$ cat config.mk
export PLATFORM = sky130hd
export DESIGN_NAME = fixed_point_alu_decimal_rounding_core
export DESIGN_NICKNAME = d
export VERILOG_FILES = /design/src/rtl/fpadr_pkg.sv /design/src/rtl/fixed_point_alu_decimal_rounding_core.sv /design/src/rtl/fpadr_arith.sv /design/src/rtl/fpadr_decimal.sv
export SDC_FILE = /design/constraint.sdc
export NUM_CORES = 2
export LEC_CHECK = 0
export ABC_CLOCK_PERIOD_IN_PS = 25800
export BUFFER_PORTS_ARGS = -buffer_cell sky130_fd_sc_hd__buf_2
export CORE_UTILIZATION = 30
export DETAILED_ROUTE_END_ITERATION = 8
export RECOVER_POWER = 25
export SLEW_MARGIN = 20
export SYNTH_ARGS = -nofsm -noshare
export SYNTH_HDL_FRONTEND = slang
export SYNTH_SLANG_ARGS = --single-unit
$ cat constraint.sdc
create_clock -name clk -period 25.8 [get_ports clk]
set_clock_uncertainty 0.05 [all_clocks]
set_input_delay 1.29 -clock clk [delete_from_list [all_inputs] [get_ports clk]]
set_output_delay 1.29 -clock clk [all_outputs]
set_load 0.05 [all_outputs]
$ cat src/rtl/fpadr_pkg.sv
// Shared types and constants for the fixed-point ALU with decimal rounding.
// No dependencies; used by every module in rtl/.
`default_nettype none

package fpadr_pkg;

  localparam int unsigned WORD_BITS_DEF     = 32;
  localparam int unsigned DECIMAL_SCALE_DEF = 1000;

  // Fixed field widths of the item payloads and registers
  localparam int unsigned DATA_W        = 32;
  localparam int unsigned FRAC_DIGITS_W = 10;
  localparam int unsigned INT_BITS_W    = 6;
  localparam int unsigned FRAC_BITS_W   = 5;
  localparam int unsigned CFG_IDX_W     = 2;

  localparam logic [CFG_IDX_W-1:0] REG_INT_BITS   = 2'd0;
  localparam logic [CFG_IDX_W-1:0] REG_FRAC_BITS  = 2'd1;
  localparam logic [CFG_IDX_W-1:0] REG_ROUND_MODE = 2'd2;

  localparam logic [INT_BITS_W-1:0]  INT_BITS_RST  = 6'd16;
  localparam logic [FRAC_BITS_W-1:0] FRAC_BITS_RST = 5'd16;

  typedef enum logic [1:0] {
    CMD_PASS = 2'd0,
    CMD_ADD  = 2'd1,
    CMD_SUB  = 2'd2,
    CMD_MUL  = 2'd3
  } cmd_t;

  typedef struct packed {
    logic [1:0]        cmd;
    logic [DATA_W-1:0] operand_a;
    logic [DATA_W-1:0] operand_b;
  } in_item_t;

  typedef struct packed {
    logic [DATA_W-1:0]        result_word;
    logic                     is_negative;
    logic [DATA_W-1:0]        integer_magnitude;
    logic [FRAC_DIGITS_W-1:0] fraction_digits;
  } out_item_t;

  // Effective format after clamping: total width W, fraction bits B
  typedef struct packed {
    logic [INT_BITS_W-1:0]  w;
    logic [FRAC_BITS_W-1:0] b;
    logic                   round_up;
  } fmt_t;

endpackage

`default_nettype wire

$ cat src/rtl/fixed_point_alu_decimal_rounding_core.sv
// Top level of the fixed-point ALU with decimal rounding: config registers,
// format clamping, and the two pipeline halves. Depends on fpadr_pkg,
// fpadr_arith and fpadr_decimal.
`default_nettype none

// Takes one item per clock (pass, add, subtract or multiply on two signed
// Q(A.B) words) and returns the wrapped raw result plus a sign, integer
// magnitude and decimal fraction rounded toward zero or plus infinity. The
// pipeline has four register stages; throughput is one item per cycle while
// res_stall is low, and the stage depth is set by the WORD_BITS x WORD_BITS
// signed multiplier in stage one. res_stall backs up through every stage to
// op_stall; no item is dropped or repeated. Write int_bits, frac_bits and
// round_mode only while no item is in flight.
module fixed_point_alu_decimal_rounding_core #(
  parameter int unsigned WORD_BITS     = fpadr_pkg::WORD_BITS_DEF,
  parameter int unsigned DECIMAL_SCALE = fpadr_pkg::DECIMAL_SCALE_DEF
) (
  input  logic                                 clk,
  input  logic                                 rst,
  input  logic                                 cfg_we,
  input  logic [fpadr_pkg::CFG_IDX_W-1:0]      cfg_index,
  input  logic [fpadr_pkg::INT_BITS_W-1:0]     cfg_data,
  input  logic                                 op_valid,
  output logic                                 op_stall,
  input  fpadr_pkg::in_item_t                  op,
  output logic                                 res_valid,
  input  logic                                 res_stall,
  output fpadr_pkg::out_item_t                 res
);
  import fpadr_pkg::*;

  logic [INT_BITS_W-1:0]  int_bits;
  logic [FRAC_BITS_W-1:0] frac_bits;
  logic                   round_mode;

  logic [FRAC_BITS_W-1:0] b_eff;
  logic [INT_BITS_W-1:0]  a_eff;
  logic [INT_BITS_W:0]    w_sum;
  fmt_t                   fmt;

  logic                 mid_valid, mid_stall, mid_neg;
  logic [WORD_BITS-1:0] mid_word, mid_mag;

  always_ff @(posedge clk) begin
    if (rst) begin
      int_bits   <= INT_BITS_RST;
      frac_bits  <= FRAC_BITS_RST;
      round_mode <= 1'b0;
    end else if (cfg_we) begin
      unique case (cfg_index)
        REG_INT_BITS:   int_bits   <= cfg_data;
        REG_FRAC_BITS:  frac_bits  <= cfg_data[FRAC_BITS_W-1:0];
        REG_ROUND_MODE: round_mode <= cfg_data[0];
        default: ;
      endcase
    end
  end

  // Clamp B to WORD_BITS-1, A to at least 1, and A+B to the word width
  always_comb begin
    b_eff = (frac_bits > FRAC_BITS_W'(WORD_BITS - 1)) ? FRAC_BITS_W'(WORD_BITS - 1)
                                                     : frac_bits;
    a_eff = (int_bits == '0) ? INT_BITS_W'(1) : int_bits;
    w_sum = (INT_BITS_W + 1)'(a_eff) + (INT_BITS_W + 1)'(b_eff);
    fmt.w = (w_sum > (INT_BITS_W + 1)'(WORD_BITS)) ? INT_BITS_W'(WORD_BITS)
                                                   : INT_BITS_W'(w_sum);
    fmt.b        = b_eff;
    fmt.round_up = round_mode;
  end

  fpadr_arith #(
    .WORD_BITS (WORD_BITS)
  ) u_arith (
    .clk       (clk),
    .rst       (rst),
    .fmt       (fmt),
    .in_valid  (op_valid),
    .in_stall  (op_stall),
    .in_item   (op),
    .out_valid (mid_valid),
    .out_stall (mid_stall),
    .out_word  (mid_word),
    .out_mag   (mid_mag),
    .out_neg   (mid_neg)
  );

  fpadr_decimal #(
    .WORD_BITS     (WORD_BITS),
    .DECIMAL_SCALE (DECIMAL_SCALE)
  ) u_decimal (
    .clk       (clk),
    .rst       (rst),
    .fmt       (fmt),
    .in_valid  (mid_valid),
    .in_stall  (mid_stall),
    .in_word   (mid_word),
    .in_mag    (mid_mag),
    .in_neg    (mid_neg),
    .out_valid (res_valid),
    .out_stall (res_stall),
    .out_item  (res)
  );

  // A negative result never rounds to zero magnitude
  a_neg_nonzero: assert property (@(posedge clk) disable iff (rst)
    res_valid && res.is_negative |->
      (res.integer_magnitude != '0) || (res.fraction_digits != '0))
    else $error("negative zero on output");

  // A negative decimal value comes from a nonzero raw word
  a_neg_word: assert property (@(posedge clk) disable iff (rst)
    res_valid && res.is_negative |-> res.result_word != '0)
    else $error("negative result with zero raw word");

  // Decimal fraction stays below one step after carry
  a_frac_range: assert property (@(posedge clk) disable iff (rst)
    res_valid |-> res.fraction_digits < FRAC_DIGITS_W'(DECIMAL_SCALE))
    else $error("fraction digits out of range");

endmodule

`default_nettype wire

$ cat src/rtl/fpadr_arith.sv
// Stages 1-2: sign extension, add/sub/multiply, product shift, wrap and abs.
// Depends on fpadr_pkg.
`default_nettype none

module fpadr_arith #(
  parameter int unsigned WORD_BITS = fpadr_pkg::WORD_BITS_DEF
) (
  input  logic                  clk,
  input  logic                  rst,
  input  fpadr_pkg::fmt_t       fmt,
  input  logic                  in_valid,
  output logic                  in_stall,
  input  fpadr_pkg::in_item_t   in_item,
  output logic                  out_valid,
  input  logic                  out_stall,
  output logic [WORD_BITS-1:0]  out_word,
  output logic [WORD_BITS-1:0]  out_mag,
  output logic                  out_neg
);
  import fpadr_pkg::*;

  localparam int unsigned PW = 2 * WORD_BITS;
  localparam int unsigned IW = (WORD_BITS > 1) ? $clog2(WORD_BITS) : 1;

  logic adv1, adv2;
  logic v1, v2;

  logic [INT_BITS_W-1:0]       sh;
  logic [WORD_BITS-1:0]        ones;
  logic [WORD_BITS-1:0]        mask_w;
  logic signed [WORD_BITS-1:0] a_up, b_up, xs, ys, lin;
  logic signed [PW-1:0]        prod;

  // stage 1 registers
  logic [1:0]                  s1_cmd;
  logic signed [WORD_BITS-1:0] s1_lin;
  logic signed [PW-1:0]        s1_prod;

  logic [WORD_BITS-1:0] r, word, mag;
  logic                 neg;

  assign adv2     = !v2 || !out_stall;
  assign adv1     = !v1 || adv2;
  assign in_stall = !adv1;

  assign sh     = INT_BITS_W'(WORD_BITS) - fmt.w;
  assign ones   = '1;
  assign mask_w = ones >> sh;

  always_comb begin
    a_up = in_item.operand_a[WORD_BITS-1:0] << sh;
    b_up = in_item.operand_b[WORD_BITS-1:0] << sh;
    xs   = a_up >>> sh;
    ys   = b_up >>> sh;
    prod = PW'(xs) * PW'(ys);
    unique case (in_item.cmd)
      CMD_ADD: lin = xs + ys;
      CMD_SUB: lin = xs - ys;
      default: lin = xs;
    endcase
  end

  // Floor shift of the product is an arithmetic shift; wrapping to W bits
  // happens after the low WORD_BITS are taken.
  always_comb begin
    if (s1_cmd == CMD_MUL) begin
      r = WORD_BITS'(s1_prod >>> fmt.b);
    end else begin
      r = s1_lin;
    end
    word = r & mask_w;
    neg  = word[IW'(fmt.w - INT_BITS_W'(1))];
    mag  = neg ? ((WORD_BITS'(0) - word) & mask_w) : word;
  end

  always_ff @(posedge clk) begin
    if (rst) begin
      v1 <= 1'b0;
      v2 <= 1'b0;
    end else begin
      if (adv1) v1 <= in_valid;
      if (adv2) v2 <= v1;
    end
  end

  always_ff @(posedge clk) begin
    if (adv1 && in_valid) begin
      s1_cmd  <= in_item.cmd;
      s1_lin  <= lin;
      s1_prod <= prod;
    end
    if (adv2 && v1) begin
      out_word <= word;
      out_mag  <= mag;
      out_neg  <= neg;
    end
  end

  assign out_valid = v2;

endmodule

`default_nettype wire

$ cat src/rtl/fpadr_decimal.sv
// Stages 3-4: split magnitude into integer and fraction, scale the fraction
// to decimal units, round and carry. Depends on fpadr_pkg.
`default_nettype none

module fpadr_decimal #(
  parameter int unsigned WORD_BITS     = fpadr_pkg::WORD_BITS_DEF,
  parameter int unsigned DECIMAL_SCALE = fpadr_pkg::DECIMAL_SCALE_DEF
) (
  input  logic                 clk,
  input  logic                 rst,
  input  fpadr_pkg::fmt_t      fmt,
  input  logic                 in_valid,
  output logic                 in_stall,
  input  logic [WORD_BITS-1:0] in_word,
  input  logic [WORD_BITS-1:0] in_mag,
  input  logic                 in_neg,
  output logic                 out_valid,
  input  logic                 out_stall,
  output fpadr_pkg::out_item_t out_item
);
  import fpadr_pkg::*;

  localparam int unsigned SB = $clog2(DECIMAL_SCALE);
  localparam int unsigned TB = $clog2(DECIMAL_SCALE + 1);
  localparam int unsigned FW = WORD_BITS + TB;

  logic adv3, adv4;
  logic v3, v4;

  logic [WORD_BITS-1:0] mask_b, ip, f;
  logic [FW-1:0]        fs;

  logic [WORD_BITS-1:0] s3_word, s3_ip;
  logic [FW-1:0]        s3_fs;
  logic                 s3_neg;

  logic [FW:0]          rnd, sum, t;
  logic                 carry;
  logic [WORD_BITS-1:0] int_mag;
  logic [SB-1:0]        frac;
  out_item_t            res;

  assign adv4     = !v4 || !out_stall;
  assign adv3     = !v3 || adv4;
  assign in_stall = !adv3;

  assign mask_b = (WORD_BITS'(1) << fmt.b) - WORD_BITS'(1);

  always_comb begin
    ip = in_mag >> fmt.b;
    f  = in_mag & mask_b;
    fs = FW'(f) * FW'(DECIMAL_SCALE);
  end

  // Round-up adds 2^B-1 before the shift for non-negative values only; a full step carries into the integer.
  always_comb begin
    rnd      = (fmt.round_up && !s3_neg) ? (FW + 1)'(mask_b) : '0;
    sum      = (FW + 1)'(s3_fs) + rnd;
    t        = sum >> fmt.b;
    carry    = (t == (FW + 1)'(DECIMAL_SCALE));
    int_mag  = carry ? (s3_ip + WORD_BITS'(1)) : s3_ip;
    frac     = carry ? '0 : t[SB-1:0];
    res.result_word       = DATA_W'(s3_word);
    res.is_negative       = s3_neg && ((int_mag != '0) || (frac != '0));
    res.integer_magnitude = DATA_W'(int_mag);
    res.fraction_digits   = FRAC_DIGITS_W'(frac);
  end

  always_ff @(posedge clk) begin
    if (rst) begin
      v3 <= 1'b0;
      v4 <= 1'b0;
    end else begin
      if (adv3) v3 <= in_valid;
      if (adv4) v4 <= v3;
    end
  end

  always_ff @(posedge clk) begin
    if (adv3 && in_valid) begin
      s3_word <= in_word;
      s3_ip   <= ip;
      s3_fs   <= fs;
      s3_neg  <= in_neg;
    end
    if (adv4 && v3) begin
      out_item <= res;
    end
  end

  assign out_valid = v4;

endmodule

`default_nettype wire

==> flow_summary_export.csv <==
group,metric,value,unit
global_route,grt_usage,21.1,%
critical_path,cp_common_cell,"fa_1",
critical_path,required,26.08,ns
routing,drc,0,
routing,via_per_inst,5.54,
critical_path,slowest_stage,"a22oi_4",
clock_network,cts_max_path_buffers,3,
hold_path,holdPathStages,0,
sta,min_period,18.83,ns
global_route,gr-total-overflow,0,
clock_network,cts-buffers-inserted,40,
critical_path,critPathArrivalTime,19.11,ns
sta,rsz0062_at_grt,"no",
place,hpwl,205000,um
sta,relSlewSlack,-153,%
clock_network,cts_resized,0,
synthesis,synth-seq-cells,356,
hold_path,min_from,"u_arith.out_word[26]$_DFFE_PP_",
critical_path,critPathLaunchType,"register",
sta,setup_viol,0,
final_layout,fill_cells,25200,
floorplan,initial_core_util,30.2,%
synthesis,post_synth_num_cell_types,113,
run_status,status,"finished, violations left",
clock_network,cts_sinks,356,
clock_network,ctsRootBufferMaster,"clkbuf_16",
sta,fmax,53.1,MHz
clock_network,holdBufCountCts,0,
critical_path,critPathMaxFanout,89,
synthesis,netlist_instances,8205,
critical_path,cpPeakStageDelay,0.96,ns
global_route,grt_max_degree,90,
clock_network,cts_htree_levels,2,
synthesis,yosysWarningCount,0,
routing,wl,263000,um
final_layout,area_growth,7.90,%
final_layout,layout.nets,9683,
final_layout,postLayoutCoreUtil,32.6,%
floorplan,chipWidth,497,um
routing,routedWlPerCell,23.3,um
hold_path,hold_path_class,"reg -> reg",
synthesis,syn_area,73600,um2
critical_path,reg2reg_from,"int_bits[3]$_SDFFE_PP0P_",
clock_network,worstSkewPairLatency,0.62,ns
hold_path,min_to,"u_decimal.s3_word[26]$_DFFE_PP_",
routing,ant_nets,0,
routing,vias,62600,
global_route,antenna_found_initial,17,
floorplan,io_pins,156,
synthesis,synth_flop_cell,"edfxtp_1",
floorplan,die_h,497,um
floorplan,coreArea,244000,um2
sta,tightestPinTransition,3.79,ns
clock_network,cts_tree,"built",
run_status,violations,"capacitance limit, slew limit",
synthesis,synth_edf_count,340,
critical_path,ff2ff_setup_slack,6.97,ns
floorplan,dieArea,247000,um2
clock_network,clk_pin_slew_worst_paths,0.06,ns
final_layout,drive_above_1_share,9.01,%
synthesis,syn_area_per_cell,8.97,um2
sta,post-route-period-util,73.0,%
routing,drt-pass1-iter-count,8,
global_route,grt_pass1_vias,63900,
place,numPortBuffers,155,
sta,finalSetupTns,0,ns
synthesis,yosysSeqAreaShare,14.3,%
job,max_cap_viol_count,3,
place,gp_congestion,0.989,
sta,slew_viol_final,173,
floorplan,num_rows,181,
clock_network,postCtsSetupRepairBufs,0,
sta,timing.hold.ws,0.364,ns
critical_path,critPathKind,"reg -> reg",
critical_path,end_kind,"register",
critical_path,worstReg2RegEnd,"u_arith.s1_prod[62]$_DFFE_PP_",
global_route,grt_pass1_wl,401000,um
routing,drt-initial-drc-count,6879,
critical_path,reg2reg_depth,50,
sta,hold_viol,0,
synthesis,async_reset_ff_share,0,%
-- cell families (layout without fill, tap and decap cells) --
group           count (synthesis)  after routing  synth area share, %
flops                         356            356                 14.3
mux                           388            388                 7.62
simple gates                 2592           2592                 15.5
fa+ha+maj                    1537           1537                 38.3
compound gates               1349           1349                 12.3
buf+inv                      1731           1619                 8.94
other cells                     1             15              0.00509
xor+xnor                      251            251                 3.03
-- layer usage --
metal  part of all wire, %  global-route usage [%]
met2                    44                    33.2
met5                 0.033                       0
met3                    11                    4.93
met4                   4.5                    8.20
met1                    40                    28.0
-- sequential cells by signal (all words and copies together), names as in the netlist, 2 cells and up --
signal and count:
u_decimal.s3_fs 39, u_arith.out_word 31, frac_bits 5, u_decimal.s3_ip 32, u_arith.s1_cmd 2, u_decimal.out_item 75
u_decimal.s3_word 32, u_arith.s1_prod 63, u_arith.out_mag 32, int_bits 6, u_arith.s1_lin 32
-- metrics by stage --
stage	cells	worst slack (ns)	area, um2
after global placement	11200	7.60	78000
after global routing	11300	6.13	79400
final	11300	6.97	79400
after CTS	11300	7.31	79400
after detailed placement	11200	7.36	78000
after floorplan	8212	7.21	73600
-- critical path, delay by kind of cell, from the launching register on --
family	cells	cell delay, ns
buffers and inverters	9	2.12
XOR/XNOR	1	0.13
AND/OR/NAND/NOR	6	1.51
multiplexers	1	0.60
adder cells (fa/ha/maj)	13	5.86
flip-flops	1	0.41
AO/OA/AOI/OAI	20	7.67
-- cell type report --
type / count / area, um2 / area share (%)
antenna: 7 / 17.5 / 0.0221
clock buffer: 47 / 1060 / 1.33
clock inverter: 26 / 353 / 0.444
inverter: 1231 / 4630 / 5.83
multi-input combinational: 6125 / 56800 / 71.6
sequential: 356 / 10500 / 13.3
tap: 3202 / 4010 / 5.04
timing repair buffer: 315 / 1970 / 2.48
-- synth_stat cells (19+ instances only) --
cell type | n | area [um2]
mux2i_1 | 202 | 2020
buf_1 | 92 | 345
clkbuf_1 | 365 | 1370
xor2_1 | 79 | 692
nand3_1 | 118 | 591
and3_1 | 55 | 344
o21a_1 | 53 | 398
o211ai_1 | 49 | 368
a22oi_1 | 19 | 143
nand2_1 | 912 | 3420
a31oi_1 | 60 | 375
nand4_1 | 29 | 181
nor3_1 | 126 | 631
a21oi_1 | 383 | 1920
a21o_1 | 68 | 510
or3_1 | 39 | 244
nor2_1 | 976 | 3660
ha_1 | 341 | 4270
xnor2_1 | 169 | 1480
mux4_2 | 130 | 2930
and2_1 | 68 | 425
nor4_1 | 34 | 213
edfxtp_1 | 340 | 10200
a221oi_1 | 22 | 193
or2_2 | 61 | 382
a211oi_1 | 104 | 781
nand2b_1 | 60 | 375
fa_1 | 1194 | 23900
mux2_2 | 54 | 608
inv_1 | 1216 | 4560
buf_2 | 38 | 190
o21ai_0 | 226 | 1130
o31ai_1 | 26 | 195
nor2b_1 | 45 | 282
o22ai_1 | 36 | 225
-- worst max-delay path by stage --
stage                                    from  slack [ns]                             to  cells after the start
detailed placement   int_bits[3]$_SDFFE_PP0P_        7.36  u_arith.s1_prod[62]$_DFFE_PP_                     56
global placement     int_bits[3]$_SDFFE_PP0P_        7.60  u_arith.s1_prod[62]$_DFFE_PP_                     56
CTS                  int_bits[3]$_SDFFE_PP0P_        7.31  u_arith.s1_prod[62]$_DFFE_PP_                     56
global route         int_bits[3]$_SDFFE_PP0P_        6.13  u_arith.s1_prod[62]$_DFFE_PP_                     53
floorplan           frac_bits[0]$_SDFFE_PP0P_        7.21  u_arith.s1_prod[61]$_DFFE_PP_                     72
finish               int_bits[3]$_SDFFE_PP0P_        6.97  u_arith.s1_prod[62]$_DFFE_PP_                     50
-- cells in the final DEF, fill, tap and decap left out, types with 79 or more instances in the layout --
cell type     n
edfxtp_1    340
a21oi_1     377
mux4_2      130
o21ai_0     225
buf_2       150
a211oi_1    102
buf_4       155
mux2i_1     202
nand2_1     910
ha_1        338
xnor2_1     169
fa_1       1194
nor3_1      123
inv_1      1214
xor2_1       79
nor2_1      969
nand3_1     118
Power is not shown: default switching activity piles up to over one toggle a cycle in this logic, so the estimate is an artifact.
